==> src/rtl/wmm_pkg.sv <==
package wmm_pkg;

  localparam int MASK_MAX = 32;
  localparam int LEN_W    = $clog2(MASK_MAX + 1);
  localparam int IDX_W    = $clog2(MASK_MAX);
  localparam int CLOSE_LVLS = $clog2(MASK_MAX + 1);

  localparam logic [7:0] CHAR_STAR      = 8'h2A;
  localparam logic [7:0] CHAR_ANY       = 8'h3F;
  localparam logic [7:0] CHAR_BACKSLASH = 8'h5C;
  localparam logic [7:0] CHAR_UPPER_A   = 8'h41;
  localparam logic [7:0] CHAR_UPPER_Z   = 8'h5A;
  localparam logic [7:0] CASE_OFFSET    = 8'h20;

  typedef enum logic [1:0] {
    OP_CLEAR   = 2'd0,
    OP_APPEND  = 2'd1,
    OP_SUBJECT = 2'd2,
    OP_EMPTY   = 2'd3
  } op_t;

  typedef enum logic [1:0] {
    KIND_LIT  = 2'd0,
    KIND_ANY  = 2'd1,
    KIND_STAR = 2'd2
  } kind_t;

  typedef logic [MASK_MAX:0]   pos_vec_t;
  typedef logic [MASK_MAX-1:0] elem_vec_t;

  // Fold A-Z onto a-z when case folding is enabled.
  function automatic logic [7:0] fold(input logic fold_en, input logic [7:0] c);
    logic [7:0] r;
    r = c;
    if (fold_en && c >= CHAR_UPPER_A && c <= CHAR_UPPER_Z) begin
      r = c + CASE_OFFSET;
    end
    return r;
  endfunction

  // A reached star position also reaches the next one; runs of stars are
  // closed with a log-depth prefix network.
  function automatic pos_vec_t star_close(input pos_vec_t v, input elem_vec_t p);
    pos_vec_t g;
    pos_vec_t pp;
    pos_vec_t g_n;
    pos_vec_t pp_n;
    int d;
    g  = v;
    pp = {p, 1'b0};
    for (int l = 0; l < CLOSE_LVLS; l++) begin
      d    = 1 << l;
      g_n  = g;
      pp_n = '0;
      for (int j = 0; j <= MASK_MAX; j++) begin
        if (j >= d) begin
          g_n[j]  = g[j] | (pp[j] & g[j-d]);
          pp_n[j] = pp[j] & pp[j-d];
        end
      end
      g  = g_n;
      pp = pp_n;
    end
    return g;
  endfunction

endpackage

==> src/rtl/wmm_if.sv <==
interface wmm_in_if;
  logic       valid;
  logic       ready;
  logic [1:0] op;
  logic [7:0] char_byte;
  logic       is_last;

  modport source (output valid, output op, output char_byte, output is_last, input ready);
  modport sink   (input valid, input op, input char_byte, input is_last, output ready);
endinterface

interface wmm_out_if;
  logic valid;
  logic ready;
  logic matched;
  logic pattern_overflow;

  modport source (output valid, output matched, output pattern_overflow, input ready);
  modport sink   (input valid, input matched, input pattern_overflow, output ready);
endinterface

==> src/rtl/wildcard_mask_matcher_core.sv <==
// The result on out_ch is registered: it appears in the cycle after the transaction carrying
// the last subject byte (or an empty-subject op) is accepted.
// Throughput: one input transaction per cycle while out_ch does not hold a result back; each
// subject byte updates all mask positions in parallel through a single register stage.
// Reset (rst_n, synchronous): clears mask length, escape, overflow, subject
// state, the case-folding register and the result valid; mask bytes stay
// undefined until written.
module wildcard_mask_matcher_core (
  input  logic            clk,
  input  logic            rst_n,
  input  logic            cfg_we,
  input  logic            cfg_wdata,
  wmm_in_if.sink          in_ch,
  wmm_out_if.source       out_ch
);

  logic [7:0]                  mask_chars_r [wmm_pkg::MASK_MAX];
  wmm_pkg::kind_t              mask_kinds_r [wmm_pkg::MASK_MAX];
  logic [wmm_pkg::LEN_W-1:0]   mask_len_r, mask_len_nxt;
  wmm_pkg::elem_vec_t          used_r, used_nxt;
  logic                        esc_r, esc_nxt;
  logic                        ovf_r, ovf_nxt;
  wmm_pkg::pos_vec_t           active_r, active_nxt;
  logic                        in_subj_r, in_subj_nxt;
  logic                        fold_en_r;

  logic                        out_valid_r;
  logic                        matched_r, matched_nxt;
  logic                        out_ovf_r;

  logic                        accept;
  logic                        emit;
  logic                        put;
  wmm_pkg::kind_t              put_kind;
  wmm_pkg::op_t                op;
  logic [7:0]                  subj_fold;

  wmm_pkg::elem_vec_t          star_p;
  wmm_pkg::elem_vec_t          stay;
  wmm_pkg::elem_vec_t          move;
  wmm_pkg::pos_vec_t           start_vec;
  wmm_pkg::pos_vec_t           base_vec;
  wmm_pkg::pos_vec_t           stepped;
  wmm_pkg::pos_vec_t           final_vec;

  assign op           = wmm_pkg::op_t'(in_ch.op);
  assign in_ch.ready  = !out_valid_r || out_ch.ready;
  assign accept       = in_ch.valid && in_ch.ready;
  assign out_ch.valid = out_valid_r;
  assign out_ch.matched          = matched_r;
  assign out_ch.pattern_overflow = out_ovf_r;
  assign subj_fold    = wmm_pkg::fold(fold_en_r, in_ch.char_byte);

  always_comb begin
    for (int i = 0; i < wmm_pkg::MASK_MAX; i++) begin
      star_p[i] = used_r[i] && (mask_kinds_r[i] == wmm_pkg::KIND_STAR);
    end
  end

  // Per-lane transition of the active-position set.
  always_comb begin
    for (int i = 0; i < wmm_pkg::MASK_MAX; i++) begin
      stay[i]   = 1'b0;
      move[i]   = 1'b0;
      if (base_vec[i] && used_r[i]) begin
        case (mask_kinds_r[i])
          wmm_pkg::KIND_STAR: stay[i] = 1'b1;
          wmm_pkg::KIND_ANY:  move[i] = 1'b1;
          default: move[i] = (wmm_pkg::fold(fold_en_r, mask_chars_r[i]) == subj_fold);
        endcase
      end
    end
  end

  assign start_vec = wmm_pkg::star_close(wmm_pkg::pos_vec_t'(1), star_p);
  assign base_vec  = in_subj_r ? active_r : start_vec;
  assign stepped   = {move, 1'b0} | {1'b0, stay};
  assign final_vec = (op == wmm_pkg::OP_EMPTY) ? start_vec
                                               : wmm_pkg::star_close(stepped, star_p);

  always_comb begin
    mask_len_nxt = mask_len_r;
    used_nxt     = used_r;
    esc_nxt      = esc_r;
    ovf_nxt      = ovf_r;
    active_nxt   = active_r;
    in_subj_nxt  = in_subj_r;
    emit         = 1'b0;
    put          = 1'b0;
    put_kind     = wmm_pkg::KIND_LIT;
    if (accept) begin
      unique case (op)
        wmm_pkg::OP_CLEAR: begin
          mask_len_nxt = '0;
          used_nxt     = '0;
          esc_nxt      = 1'b0;
          ovf_nxt      = 1'b0;
          active_nxt   = '0;
          in_subj_nxt  = 1'b0;
        end
        wmm_pkg::OP_APPEND: begin
          in_subj_nxt = 1'b0;
          active_nxt  = '0;
          if (esc_r) begin
            esc_nxt = 1'b0;
            put     = 1'b1;
          end else if (in_ch.char_byte == wmm_pkg::CHAR_BACKSLASH) begin
            esc_nxt = 1'b1;
          end else if (in_ch.char_byte == wmm_pkg::CHAR_STAR) begin
            put      = 1'b1;
            put_kind = wmm_pkg::KIND_STAR;
          end else if (in_ch.char_byte == wmm_pkg::CHAR_ANY) begin
            put      = 1'b1;
            put_kind = wmm_pkg::KIND_ANY;
          end else begin
            put = 1'b1;
          end
          if (put) begin
            if (mask_len_r == wmm_pkg::LEN_W'(wmm_pkg::MASK_MAX)) begin
              // drop the element, flag overflow
              ovf_nxt = 1'b1;
            end else begin
              mask_len_nxt = mask_len_r + wmm_pkg::LEN_W'(1);
              used_nxt     = {used_r[wmm_pkg::MASK_MAX-2:0], 1'b1};
            end
          end
        end
        wmm_pkg::OP_SUBJECT: begin
          active_nxt  = final_vec;
          emit        = in_ch.is_last;
          in_subj_nxt = !in_ch.is_last;
        end
        wmm_pkg::OP_EMPTY: begin
          active_nxt  = final_vec;
          emit        = 1'b1;
          in_subj_nxt = 1'b0;
        end
        default: begin
        end
      endcase
    end
    matched_nxt = final_vec[mask_len_r] && !esc_r && !ovf_r;
  end

  always_ff @(posedge clk) begin
    if (!rst_n) begin
      mask_len_r  <= '0;
      used_r      <= '0;
      esc_r       <= 1'b0;
      ovf_r       <= 1'b0;
      active_r    <= '0;
      in_subj_r   <= 1'b0;
      fold_en_r   <= 1'b0;
      out_valid_r <= 1'b0;
    end else begin
      mask_len_r <= mask_len_nxt;
      used_r     <= used_nxt;
      esc_r      <= esc_nxt;
      ovf_r      <= ovf_nxt;
      active_r   <= active_nxt;
      in_subj_r  <= in_subj_nxt;
      if (cfg_we) begin
        fold_en_r <= cfg_wdata;
      end
      if (in_ch.ready) begin
        out_valid_r <= emit;
      end
    end
  end

  // Payload registers: mask store and result fields.
  always_ff @(posedge clk) begin
    if (put && mask_len_r != wmm_pkg::LEN_W'(wmm_pkg::MASK_MAX)) begin
      mask_chars_r[mask_len_r[wmm_pkg::IDX_W-1:0]] <= in_ch.char_byte;
      mask_kinds_r[mask_len_r[wmm_pkg::IDX_W-1:0]] <= put_kind;
    end
    if (emit) begin
      matched_r <= matched_nxt;
      out_ovf_r <= ovf_r;
    end
  end

endmodule

==> src/flat_wrapper.sv <==
// flat-port wrapper written by rule: the top's interface ports become plain ports
module wildcard_mask_matcher_core_flat 
  (clk, rst_n, cfg_we, cfg_wdata, in_ch_valid, in_ch_op, in_ch_char_byte, in_ch_is_last, in_ch_ready, out_ch_valid, out_ch_matched, out_ch_pattern_overflow, out_ch_ready);
  wmm_in_if in_ch_i ();
  wmm_out_if out_ch_i ();
  input  logic clk;
  input  logic rst_n;
  input  logic cfg_we;
  input  logic cfg_wdata;
  input wire logic [$bits(in_ch_i.valid)-1:0] in_ch_valid;
  input wire logic [$bits(in_ch_i.op)-1:0] in_ch_op;
  input wire logic [$bits(in_ch_i.char_byte)-1:0] in_ch_char_byte;
  input wire logic [$bits(in_ch_i.is_last)-1:0] in_ch_is_last;
  output wire logic [$bits(in_ch_i.ready)-1:0] in_ch_ready;
  output wire logic [$bits(out_ch_i.valid)-1:0] out_ch_valid;
  output wire logic [$bits(out_ch_i.matched)-1:0] out_ch_matched;
  output wire logic [$bits(out_ch_i.pattern_overflow)-1:0] out_ch_pattern_overflow;
  input wire logic [$bits(out_ch_i.ready)-1:0] out_ch_ready;
  assign in_ch_i.valid = in_ch_valid;
  assign in_ch_i.op = in_ch_op;
  assign in_ch_i.char_byte = in_ch_char_byte;
  assign in_ch_i.is_last = in_ch_is_last;
  assign in_ch_ready = in_ch_i.ready;
  assign out_ch_valid = out_ch_i.valid;
  assign out_ch_matched = out_ch_i.matched;
  assign out_ch_pattern_overflow = out_ch_i.pattern_overflow;
  assign out_ch_i.ready = out_ch_ready;
  wildcard_mask_matcher_core u_core (.clk(clk), .rst_n(rst_n), .cfg_we(cfg_we), .cfg_wdata(cfg_wdata), .in_ch(in_ch_i), .out_ch(out_ch_i));
endmodule
==> config.mk <==
export PLATFORM = sky130hd
export DESIGN_NAME = wildcard_mask_matcher_core_flat
export DESIGN_NICKNAME = d
export VERILOG_FILES = /design/src/rtl/wmm_pkg.sv /design/src/rtl/wmm_if.sv /design/src/rtl/wildcard_mask_matcher_core.sv /design/src/flat_wrapper.sv
export SDC_FILE = /design/constraint.sdc
export NUM_CORES = 1
export LEC_CHECK = 0
export BUFFER_PORTS_ARGS = -buffer_cell sky130_fd_sc_hd__buf_4
export CAP_MARGIN = 20
export CORE_MARGIN = 3
export CORE_UTILIZATION = 30
export CTS_BUF_LIST = sky130_fd_sc_hd__clkbuf_16
export DETAILED_ROUTE_END_ITERATION = 16
export SYNTH_ARGS = -nofsm -noshare
export SYNTH_HDL_FRONTEND = slang
export SYNTH_SLANG_ARGS = --single-unit
==> constraint.sdc <==
create_clock -name clk -period 9.3 [get_ports clk]
set_input_delay 1.86 -clock clk [delete_from_list [all_inputs] [get_ports clk]]
set_output_delay 1.86 -clock clk [all_outputs]
set_load 0.1 [all_outputs]
* After elaboration in Yosys (flattened, before gate mapping)
Memory sizes are Yosys's and may differ from the RTL's.
Cells that the tools add are included.
** Operators by class
- Add/subtract/negate cells :: 34
- $mul :: 0
- Divide/modulo/power cells :: 0
- Magnitude comparators :: 67
- Eq/ne operators :: 107
- Shifts and indexed selects :: 0
- Muxes and demuxes :: 259
- Bitwise gates (word level) :: 400
- Reductions and logical operators :: 179
** Operator list (number)
- $mux 8 :: 97
- $add 8x6->8 const B :: 33
- $and 1x1->1 :: 264
- $ge 8x7->1 const B :: 33
- $le 8x7->1 const B :: 33
- $eq 8x8->1 :: 32
- $or 1x1->1 :: 135
- $logic_and 1x1->1 :: 134
- $pmux 32 s2 :: 2
- $mux 1 :: 111
- $mux 32 :: 3
- $pmux 1 s2 :: 36
- $eq 2x2->1 const B :: 34
- $reduce_or 2->1 :: 34
- $eq 2x1->1 const B :: 33
- $mux 33 :: 1
- $or 33x32->33 :: 1
- $eq 8x6->1 const B :: 2
- $mux 6 :: 2
- $pmux 6 s2 :: 1
- $mux 2 :: 5
- $eq 8x7->1 const B :: 1
- $reduce_and 4->1 :: 2
- $lt 6x7->1 const B :: 1
- other kinds (12) :: 16
** Storage, ports and cells
- Flip-flop bits (word level) :: 77
- Bits in latches :: 0
- Memory bits (writable) :: 320
- Bits in read-only memories :: 0
- Output and inout bits :: 4
- Memories :: 2
** Memories
- u_core.mask_chars_r :: depth 32, bits a word 8, read ports 32, clocked after Yosys merged registers in 0, wr ports 1, line wildcard_mask_matcher_core.sv:17 : logic [7:0] mask_chars_r [wmm_pkg::MASK_MAX];
- u_core.mask_kinds_r :: depth 32, bits a word 2, read ports 32, clocked after Yosys merged registers in 0, wr ports 1, line wildcard_mask_matcher_core.sv:18 : wmm_pkg::kind_t mask_kinds_r [wmm_pkg::MASK_MAX];

* Logic depth before layout (Yosys ltp)
Gate-level depths: netlist of run 1.
An unclocked memory read counts as a cell.
- Depth in word-level cells :: 31
- Depth in mapped cells :: 19
- Mapped depth without buffers :: 16

* Worst setup path after synthesis of run 1
Ideal clock, no wire load.
- Kind :: input to register
- Start point :: input in_ch_char_byte[5]
- End point :: register u_core.matched_r (netlist: u_core.out_ch.matched) (data pin)
- Library setup time :: 0.267 ns
- Data arrival time :: 5.204 ns
- Setup slack :: 3.829 ns
- Stages :: 17
- Path buffers :: 3
- Cell sequence :: ha_1 -> or3_4 -> a21oi_4 -> a21o_4 -> buf_12 -> buf_6 -> buf_2 -> o221ai_1 -> a22o_1 -> a211oi_1 -> o31ai_4 -> nor4_1 -> o21ai_1 -> nor4_1 -> a2111oi_4 -> o2111ai_1 -> o41ai_2
** Between the ends
- Word-level cells in the longest chain between the ends :: 24
- Elaborated cells on any way between the ends :: 372
** Ends and longest elaborated chain
- start: declaration :: line flat_wrapper.sv:12 : input wire logic [$bits(in_ch_i.char_byte)-1:0] in_ch_char_byte;
- $ge 8x7->1 :: line wmm_pkg.sv:35 : if (fold_en && c >= CHAR_UPPER_A && c <= CHAR_UPPER_Z) begin
- $logic_and 1x1->1 (2 in a row) :: line wmm_pkg.sv:35
- $mux 8 * :: line wmm_pkg.sv:35
- $eq 8x8->1 :: line wildcard_mask_matcher_core.sv:69 : default: move[i] = (wmm_pkg::fold(fold_en_r, mask_chars_r[i]) == subj_fold);
- $pmux 1 s2 :: line wildcard_mask_matcher_core.sv:66 : case (mask_kinds_r[i])
- $mux 1 :: line wildcard_mask_matcher_core.sv:65 : if (base_vec[i] && used_r[i]) begin
- $or 33x32->33 * :: line wildcard_mask_matcher_core.sv:77 : assign stepped = {move, 1'b0} | {1'b0, stay};
- $and 1x1->1 :: line wmm_pkg.sv:57 : g_n[j] = g[j] | (pp[j] & g[j-d]);
- [... 6 more ...]
- $or 1x1->1 :: line wmm_pkg.sv:57
- $and 1x1->1 :: line wmm_pkg.sv:57
- $or 1x1->1 (2 in a row) :: line wmm_pkg.sv:57
- $mux 33 * :: line wildcard_mask_matcher_core.sv:78 : assign final_vec = (op == wmm_pkg::OP_EMPTY) ? start_vec
- $bmux 1 s6 * :: line wildcard_mask_matcher_core.sv:142 : matched_nxt = final_vec[mask_len_r] && !esc_r && !ovf_r;
- $mux 1 (implied by the code) * :: line wildcard_mask_matcher_core.sv:142
- $logic_and 1x1->1 * (2 in a row) :: line wildcard_mask_matcher_core.sv:142
- via u_core.matched_nxt :: line wildcard_mask_matcher_core.sv:28 : logic matched_r, matched_nxt;
- end signal: assignment :: line wildcard_mask_matcher_core.sv:178 : matched_r <= matched_nxt;
- end: declaration :: line wildcard_mask_matcher_core.sv:28
The timed path passes the listed nets; every way through them passes the cells marked *. The select of a mux whose other input is x is not followed.
A chain may end at the register's enable or synchronous reset.

* Worst setup path in the final report of run 1
Ends and elaborated chain as after synthesis.

==> impl_metrics.json, run 1 <==
{
  "status": "completed",
  "rrSetupSlack_ns": 3.72,
  "ys_seq_area_share_pct": 47.0,
  "clk_pin_slew_ns": 0.07,
  "leakagePower_nw": 8.77,
  "ant_nets": 0,
  "worstSkewPairLatency_ns": 0.59,
  "cts-resized-gates": 0,
  "finalSetupViolations": 0,
  "grt_pass1_wl_microns": 108000,
  "fin_skew_ns": 0.0336,
  "grt-ovfl-total": 0,
  "die_h_microns": 287,
  "hold_path_class": "flip-flop to flip-flop",
  "hold-path-endpoint": "u_core.active_r[0]$_SDFFE_PN0P_",
  "hpwl_microns": 49200,
  "tritoncts": "yes",
  "cts_buffer_depth": 3,
  "crit_path_max_incr_delay_ns": 0.67,
  "clkSinkCount": 397,
  "placed_area_sq_um": 24900,
  "worstHoldStart": "u_core.active_r[0]$_SDFFE_PN0P_",
  "maxSlewHeadroom_pct": 30.1,
  "grt_usage_pct": 16.8,
  "post-route-min-period_ns": 6.58,
  "top_level_ports": 21,
  "synth_edf_count": 322,
  "endpoint_kind": "flip-flop",
  "drc_errors": 0,
  "drv_cap": 0,
  "r2r-start": "u_core.mask_kinds_r[0][0]$_DFFE_PP_",
  "fin_tns_setup_ns": 0,
  "totalWireLength_microns": 71100,
  "post_cts_buffers": 0,
  "cts.hold.buffers_added": 0,
  "arrival_ns": 6.91,
  "synth-async-reset-ratio_pct": 0,
  "worstReg2RegEnd": "u_core.out_ch.matched$_DFFE_PP_",
  "drtIter0Drc": 1921,
  "fin_nets": 2432,
  "antenna_found_initial": 0,
  "die_area_sq_um": 82600,
  "start_kind": "primary input",
  "num_rows": 102,
  "gp_congestion": 0.985,
  "cts_inserted_buffers": 45,
  "synth_nets": 2439,
  "powerDensity_nw_per_um2": 148,
  "finalCritPeriodShare_pct": 70.8,
  "vdd_drop_max_mv": 0.110,
  "ctsHtreeMaxLevel": 2,
  "die_width_microns": 287,
  "synthCells": 2321,
  "slew_violations": 0,
  "grt_setup_unrepaired": "no",
  "grt_pass1_vias": 17500,
  "start_util_pct": 30.5,
  "cts_root_buffer": "clkbuf_16",
  "crit_fanout": 41,
  "hold_depth": 2,
  "path_class": "primary input to flip-flop",
  "design_area_sq_um": 26400,
  "synth-seq-cells": 397,
  "path_cells": "buf_4 -> ha_1 -> or3_4 -> a21oi_4 -> a21o_4 -> xnor2_1 -> nor4_1 -> a211o_1 -> a2111oi_2 -> o21a_1 -> o311ai_0 -> a21o_1 -> o21ai_0 -> a22oi_1 -> o2111ai_1 -> o41ai_2",
  "max_slew.worst_pin.slew_ns": 1.03,
  "core_area_sq_um": 78000,
  "grt_max_degree": 57,
  "drt_pass1_iterations": 6,
  "synth.cell_area_sq_um": 23800,
  "area_delta_synth_final_pct": 10.9,
  "vias": 18600,
  "ys.flop_type": "edfxtp_1",
  "crit_required_ns": 9.63,
  "hold_viol_final": 0,
  "wl_per_cell_microns": 21.0,
  "cpLargestDelayFamily": "compound AO/OA/AOI/OAI gates",
  "syn_avg_cell_area_sq_um": 10.2,
  "path_buf_inv": 1,
  "io_buffers": 20,
  "yosys_warnings": 0,
  "layout-drive-gt1-share_pct": 7.58,
  "synth_cell_types": 111,
  "max_freq_mhz": 152,
  "rr_worst_depth": 15,
  "via_per_inst": 5.48,
  "slowest_stage": "a2111oi_2"
}
cells in the final DEF, fill, tap and decap left out, types with 9 or more instances in the layout:
| cell type | n |
|---|---|
| and4_1 | 14 |
| o21ai_0 | 63 |
| a211oi_1 | 13 |
| a21oi_1 | 87 |
| a21boi_0 | 10 |
| a22oi_1 | 48 |
| buf_4 | 48 |
| nor4_1 | 48 |
| a41oi_1 | 17 |
| xnor2_1 | 139 |
| inv_1 | 148 |
| nor3_1 | 73 |
| edfxtp_1 | 322 |
| o41ai_1 | 14 |
| xor2_1 | 115 |
| nand3_1 | 70 |
| a31oi_1 | 46 |
| or3_1 | 16 |
| o221a_2 | 12 |
| a21o_1 | 19 |
| o2111ai_1 | 11 |
| o211ai_1 | 13 |
| and3_1 | 17 |
| ha_1 | 101 |
| o31ai_1 | 16 |
| nor2_1 | 203 |
| nor3b_1 | 9 |
| clkinv_1 | 10 |
| nand4_1 | 60 |
| or4_1 | 35 |
| nor2b_1 | 16 |
| and2_1 | 14 |
| dfxtp_1 | 73 |
| nand2b_1 | 19 |
| o21a_1 | 12 |
| clkbuf_16 | 45 |
| nand2_1 | 180 |
cells by family (layout without fill, tap and decap cells):
logic type | after synthesis | count (layout) | synth area share [%]
AO/OA/AOI/OAI | 508 | 508 | 16.1
other | 0 | 1 | 0
buffers and inverters | 244 | 272 | 4.41
AND/OR/NAND/NOR | 812 | 812 | 17.5
XOR/XNOR | 254 | 254 | 9.36
multiplexers | 5 | 5 | 0.269
flip-flops | 397 | 397 | 47.0
adder cells (fa/ha/maj) | 101 | 101 | 5.32
worst max path at each step:
stage,startpoint,end,cells after the start
after floorplan,in_ch_char_byte[5],u_core.out_ch.matched$_DFFE_PP_,17
after global placement,in_ch_char_byte[6],u_core.out_ch.matched$_DFFE_PP_,16
after detailed placement,in_ch_char_byte[5],u_core.out_ch.matched$_DFFE_PP_,16
after CTS,in_ch_char_byte[0],u_core.out_ch.matched$_DFFE_PP_,15
after global routing,in_ch_char_byte[0],u_core.out_ch.matched$_DFFE_PP_,15
final,in_ch_char_byte[5],u_core.out_ch.matched$_DFFE_PP_,16
stage by stage:
| step | total power [W] | util (%) | cells | worst slack [ns] | hold slack [ns] |
|---|---|---|---|---|---|
| 6_report | 0.00389 | 33.8 | 3390 | 2.72 | 0.452 |
| 4_1_cts | 0.00393 | 33.8 | 3389 | 2.79 | 0.450 |
| 3_3_place_gp | 0.00219 | 32.0 | 3307 | 2.29 | 0.436 |
| 2_1_floorplan | 0.00211 | - | 2321 | 3.83 | 0.423 |
| 5_1_grt | 0.00402 | 33.8 | 3389 | 2.42 | 0.474 |
| 3_5_place_dp | 0.00220 | 32.0 | 3307 | 2.20 | 0.442 |
flip-flops by register name, indices dropped and copies added, names as in the netlist, 6 cells and up:
signal               count
u_core.mask_kinds_r     64
u_core.active_r         32
u_core.mask_chars_r    256
u_core.mask_len_r        6
u_core.used_r           32
where the power goes:
group | internal [W] | switching, W | leakage (nW)
combinational | 0.0000691 | 0.000165 | 4.55
clock | 0.000993 | 0.000743 | 0.715
sequential | 0.00192 | 0.00000644 | 3.50
total | 0.00298 | 0.000914 | 8.77
worst reg2reg max path: stages (launching register included):
cell and delay [ns]:
edfxtp_1 0.41, inv_1 0.08, ha_1 0.31, nand4_1 0.58, nor4_2 0.89, nand4_1 0.21
a21boi_0 0.59, nand3_1 0.13, o21ai_0 0.47, a31oi_1 0.13, nor2_1 0.28, nor2_1 0.19
o2111a_1 0.19, o21ai_0 0.34, a31oi_1 0.20, o41ai_2 0.41
area by class of cell:
| cell class | count | area (sq um) |
|---|---|---|
| timing repair buffer | 48 | 360 |
| sequential | 397 | 11200 |
| fill | 7769 | 51600 |
| clock inverter | 37 | 289 |
| clock buffer | 45 | 1130 |
| tap | 1040 | 1300 |
| antenna | 1 | 2.50 |
| inverter | 142 | 533 |
| multi-input combinational | 1680 | 11600 |
cells in the mapped netlist, drive strengths merged (15+ instances only):
| library cell | count | area, sq um |
|---|---|---|
| nand2b | 19 | 119 |
| nand3 | 70 | 350 |
| a21o | 20 | 158 |
| nor2b | 16 | 100 |
| dfxtp | 75 | 1500 |
| nor2 | 204 | 773 |
| and3 | 17 | 106 |
| a22oi | 48 | 360 |
| xor2 | 115 | 1010 |
| buf | 51 | 323 |
| or4 | 38 | 297 |
| nor3 | 74 | 375 |
| edfxtp | 322 | 9670 |
| and2 | 15 | 93.8 |
| o41ai | 18 | 210 |
| a31oi | 49 | 343 |
| o31ai | 17 | 141 |
| xnor2 | 139 | 1220 |
| clkbuf | 51 | 193 |
| a41oi | 20 | 198 |
| inv | 142 | 533 |
| nor4 | 51 | 325 |
| o21ai | 67 | 339 |
| nand2 | 180 | 676 |
| or3 | 17 | 111 |
| ha | 101 | 1260 |
| nand4 | 63 | 430 |
| a21oi | 89 | 460 |
layer usage:
metal	vias up	wire length [microns]	global-route usage (%)
met2	654	30500	25.4
li1	8705	-	-
met3	130	5180	2.98
met5	-	0	0
met4	0	2310	5.58
met1	9078	33100	24.3
Note: power is estimated with default switching activity, not from simulation.
==> run 2, diff against run 1 <==
clock period = 5.5 ns   (was 9.3 ns; I/O delays follow)
==> run 2 against run 1 <==
Compared with the run above: combinational power increased by 87%; clock-buffer cell count decreased by 2; die area unchanged; wire length increased by 2.0%; total power increased by 67%; critical path type is now flip-flop to flip-flop; largest power group unchanged.
==> impl_metrics.json, run 2 (same netlist as run 1, synthesis figures left out) <==
{
  "finalCritPeriodShare_pct": 93.4,
  "via_per_inst": 5.42,
  "grt-ovfl-total": 0,
  "finalSetupViolations": 0,
  "totalWireLength_microns": 72500,
  "start_kind": "flip-flop",
  "die_width_microns": 287,
  "combPwrFrac_pct": 6.7,
  "die_area_sq_um": 82600,
  "drtIter0Drc": 1702,
  "p_clk_share_pct": 43.3,
  "grt_usage_pct": 17.2,
  "vias": 19000,
  "ctsHtreeMaxLevel": 2,
  "hold_path_class": "flip-flop to flip-flop",
  "clk_pin_slew_ns": 0.06,
  "drv_cap": 0,
  "final_cell_mix": "322 x edfxtp_1, 203 x nor2_1, 180 x nand2_1, 152 x inv_1, 151 x buf_4",
  "post-route-util_pct": 35.0,
  "largest_reg_flops": 256,
  "swShare_pct": 23.8,
  "worstSkewPairLatency_ns": 0.58,
  "core_area_sq_um": 78000,
  "cts_buffer_depth": 3,
  "seqPwrFrac_pct": 50.0,
  "fin_nets": 2546,
  "layout-drive-gt1-share_pct": 12.0,
  "cts.hold.buffers_added": 0,
  "crit_fanout": 7,
  "post-route-min-period_ns": 5.14,
  "vdd_drop_max_mv": 0.183,
  "hold_viol_final": 0,
  "slew_violations": 0,
  "path_cells": "inv_1 -> ha_1 -> nand4_1 -> buf_4 -> o21ai_1 -> nand2_1 -> or4_1 -> o21ai_0 -> nand4_1 -> a21oi_1 -> nor3_1 -> o311ai_0 -> a21o_1 -> o21ai_0 -> o2111ai_1 -> o2111ai_1 -> o41ai_2",
  "start_util_pct": 30.5,
  "drt_pass1_iterations": 8,
  "gp_congestion": 0.982,
  "top_level_ports": 21,
  "powerDensity_nw_per_um2": 239,
  "ant_nets": 0,
  "cts_inserted_buffers": 43,
  "leakagePower_nw": 9.37,
  "wl_per_cell_microns": 20.7,
  "grt_setup_unrepaired": "no",
  "grt_max_degree": 67,
  "max_freq_mhz": 195,
  "post_cts_buffers": 0,
  "tritoncts": "yes",
  "status": "completed",
  "fin_skew_ns": 0.0228,
  "clkSinkCount": 397,
  "antenna_found_initial": 1,
  "p_int_w": 0.00497,
  "maxSlewHeadroom_pct": 38.2,
  "path_class": "flip-flop to flip-flop",
  "num_rows": 102,
  "area_delta_synth_final_pct": 15.0,
  "layout_commonest_cell": "edfxtp_1",
  "crit_required_ns": 5.91,
  "grt_pass1_wl_microns": 110000,
  "cpLargestDelayFamily": "compound AO/OA/AOI/OAI gates",
  "arrival_ns": 5.54,
  "drc_errors": 0,
  "crit_path_max_incr_delay_ns": 0.66,
  "switchingPower_w": 0.00155,
  "grt_pass1_vias": 18200,
  "path_buf_inv": 2,
  "cts_root_buffer": "clkbuf_16",
  "max_slew.worst_pin.slew_ns": 0.927,
  "diodes": 0,
  "die_h_microns": 287,
  "cts-resized-gates": 0,
  "worst_hold_slack_ns": 0.445,
  "slowest_stage": "o311ai_0",
  "io_buffers": 20,
  "hpwl_microns": 51900,
  "endpoint_kind": "flip-flop"
}
## run 2: final cells by class
type,count,area (sq um)
Multi-Input combinational cell,1680,11600
Fill cell,7750,50700
Tap cell,1040,1300
Clock inverter,37,272
Sequential cell,397,11200
Inverter,142,533
Timing Repair Buffer,164,1390
Clock buffer,43,1080
## run 2: worst paths after layout
check	startpoint	end	slack, ns	cells after the start
worst max-delay path	u_core.mask_kinds_r[0][0]$_DFFE_PP_	u_core.out_ch.matched$_DFFE_PP_	0.36	17
worst min-delay path	u_core.active_r[0]$_SDFFE_PN0P_	u_core.active_r[0]$_SDFFE_PN0P_	0.45	2
worst max register to register	u_core.mask_kinds_r[0][0]$_DFFE_PP_	u_core.out_ch.matched$_DFFE_PP_	0.36	17
worst min register to register	u_core.active_r[0]$_SDFFE_PN0P_	u_core.active_r[0]$_SDFFE_PN0P_	0.45	2
## run 2: worst reg2reg max path: cells and delay by family (launching register included)
| family | cells | cell delay [ns] |
|---|---|---|
| DFF | 1 | 0.42 |
| buffers and inverters | 2 | 0.38 |
| adders and majority gates | 1 | 0.31 |
| and+or+nand+nor | 5 | 1.44 |
| AOI/OAI and AO/OA | 9 | 2.43 |
## run 2: metal layers
metal | share of wire (%) | track usage, % | up-vias
met1 | 44 | 23.6 | 9233
li1 | - | - | 8920
met5 | 0 | 0 | -
met3 | 7.5 | 2.98 | 136
met4 | 3.5 | 5.96 | 0
met2 | 45 | 27.5 | 692
## run 2: metrics by stage
| step | instances | area, sq um | TNS, ns | total power, W | setup WS [ns] |
|---|---|---|---|---|---|
| after floorplan | 2321 | 23800 | 0 | 0.00357 | 0.789 |
| after global placement | 3423 | 26000 | 0 | 0.00376 | 0.0565 |
| after detailed placement | 3423 | 26000 | -0.0389 | 0.00376 | -0.0389 |
| after CTS | 3503 | 27300 | 0 | 0.00659 | 0.497 |
| after global routing | 3503 | 27300 | 0 | 0.00672 | 0.0997 |
| final | 3503 | 27300 | 0 | 0.00652 | 0.364 |
## run 2: power by group through the flow
stage | clock network, W | registers, W | logic (W)
after floorplan | 0 | 0.00332 | 0.000250
after global placement | 0 | 0.00332 | 0.000435
after detailed placement | 0 | 0.00332 | 0.000439
after CTS | 0.00289 | 0.00326 | 0.000441
after global routing | 0.00300 | 0.00325 | 0.000471
final | 0.00282 | 0.00326 | 0.000438
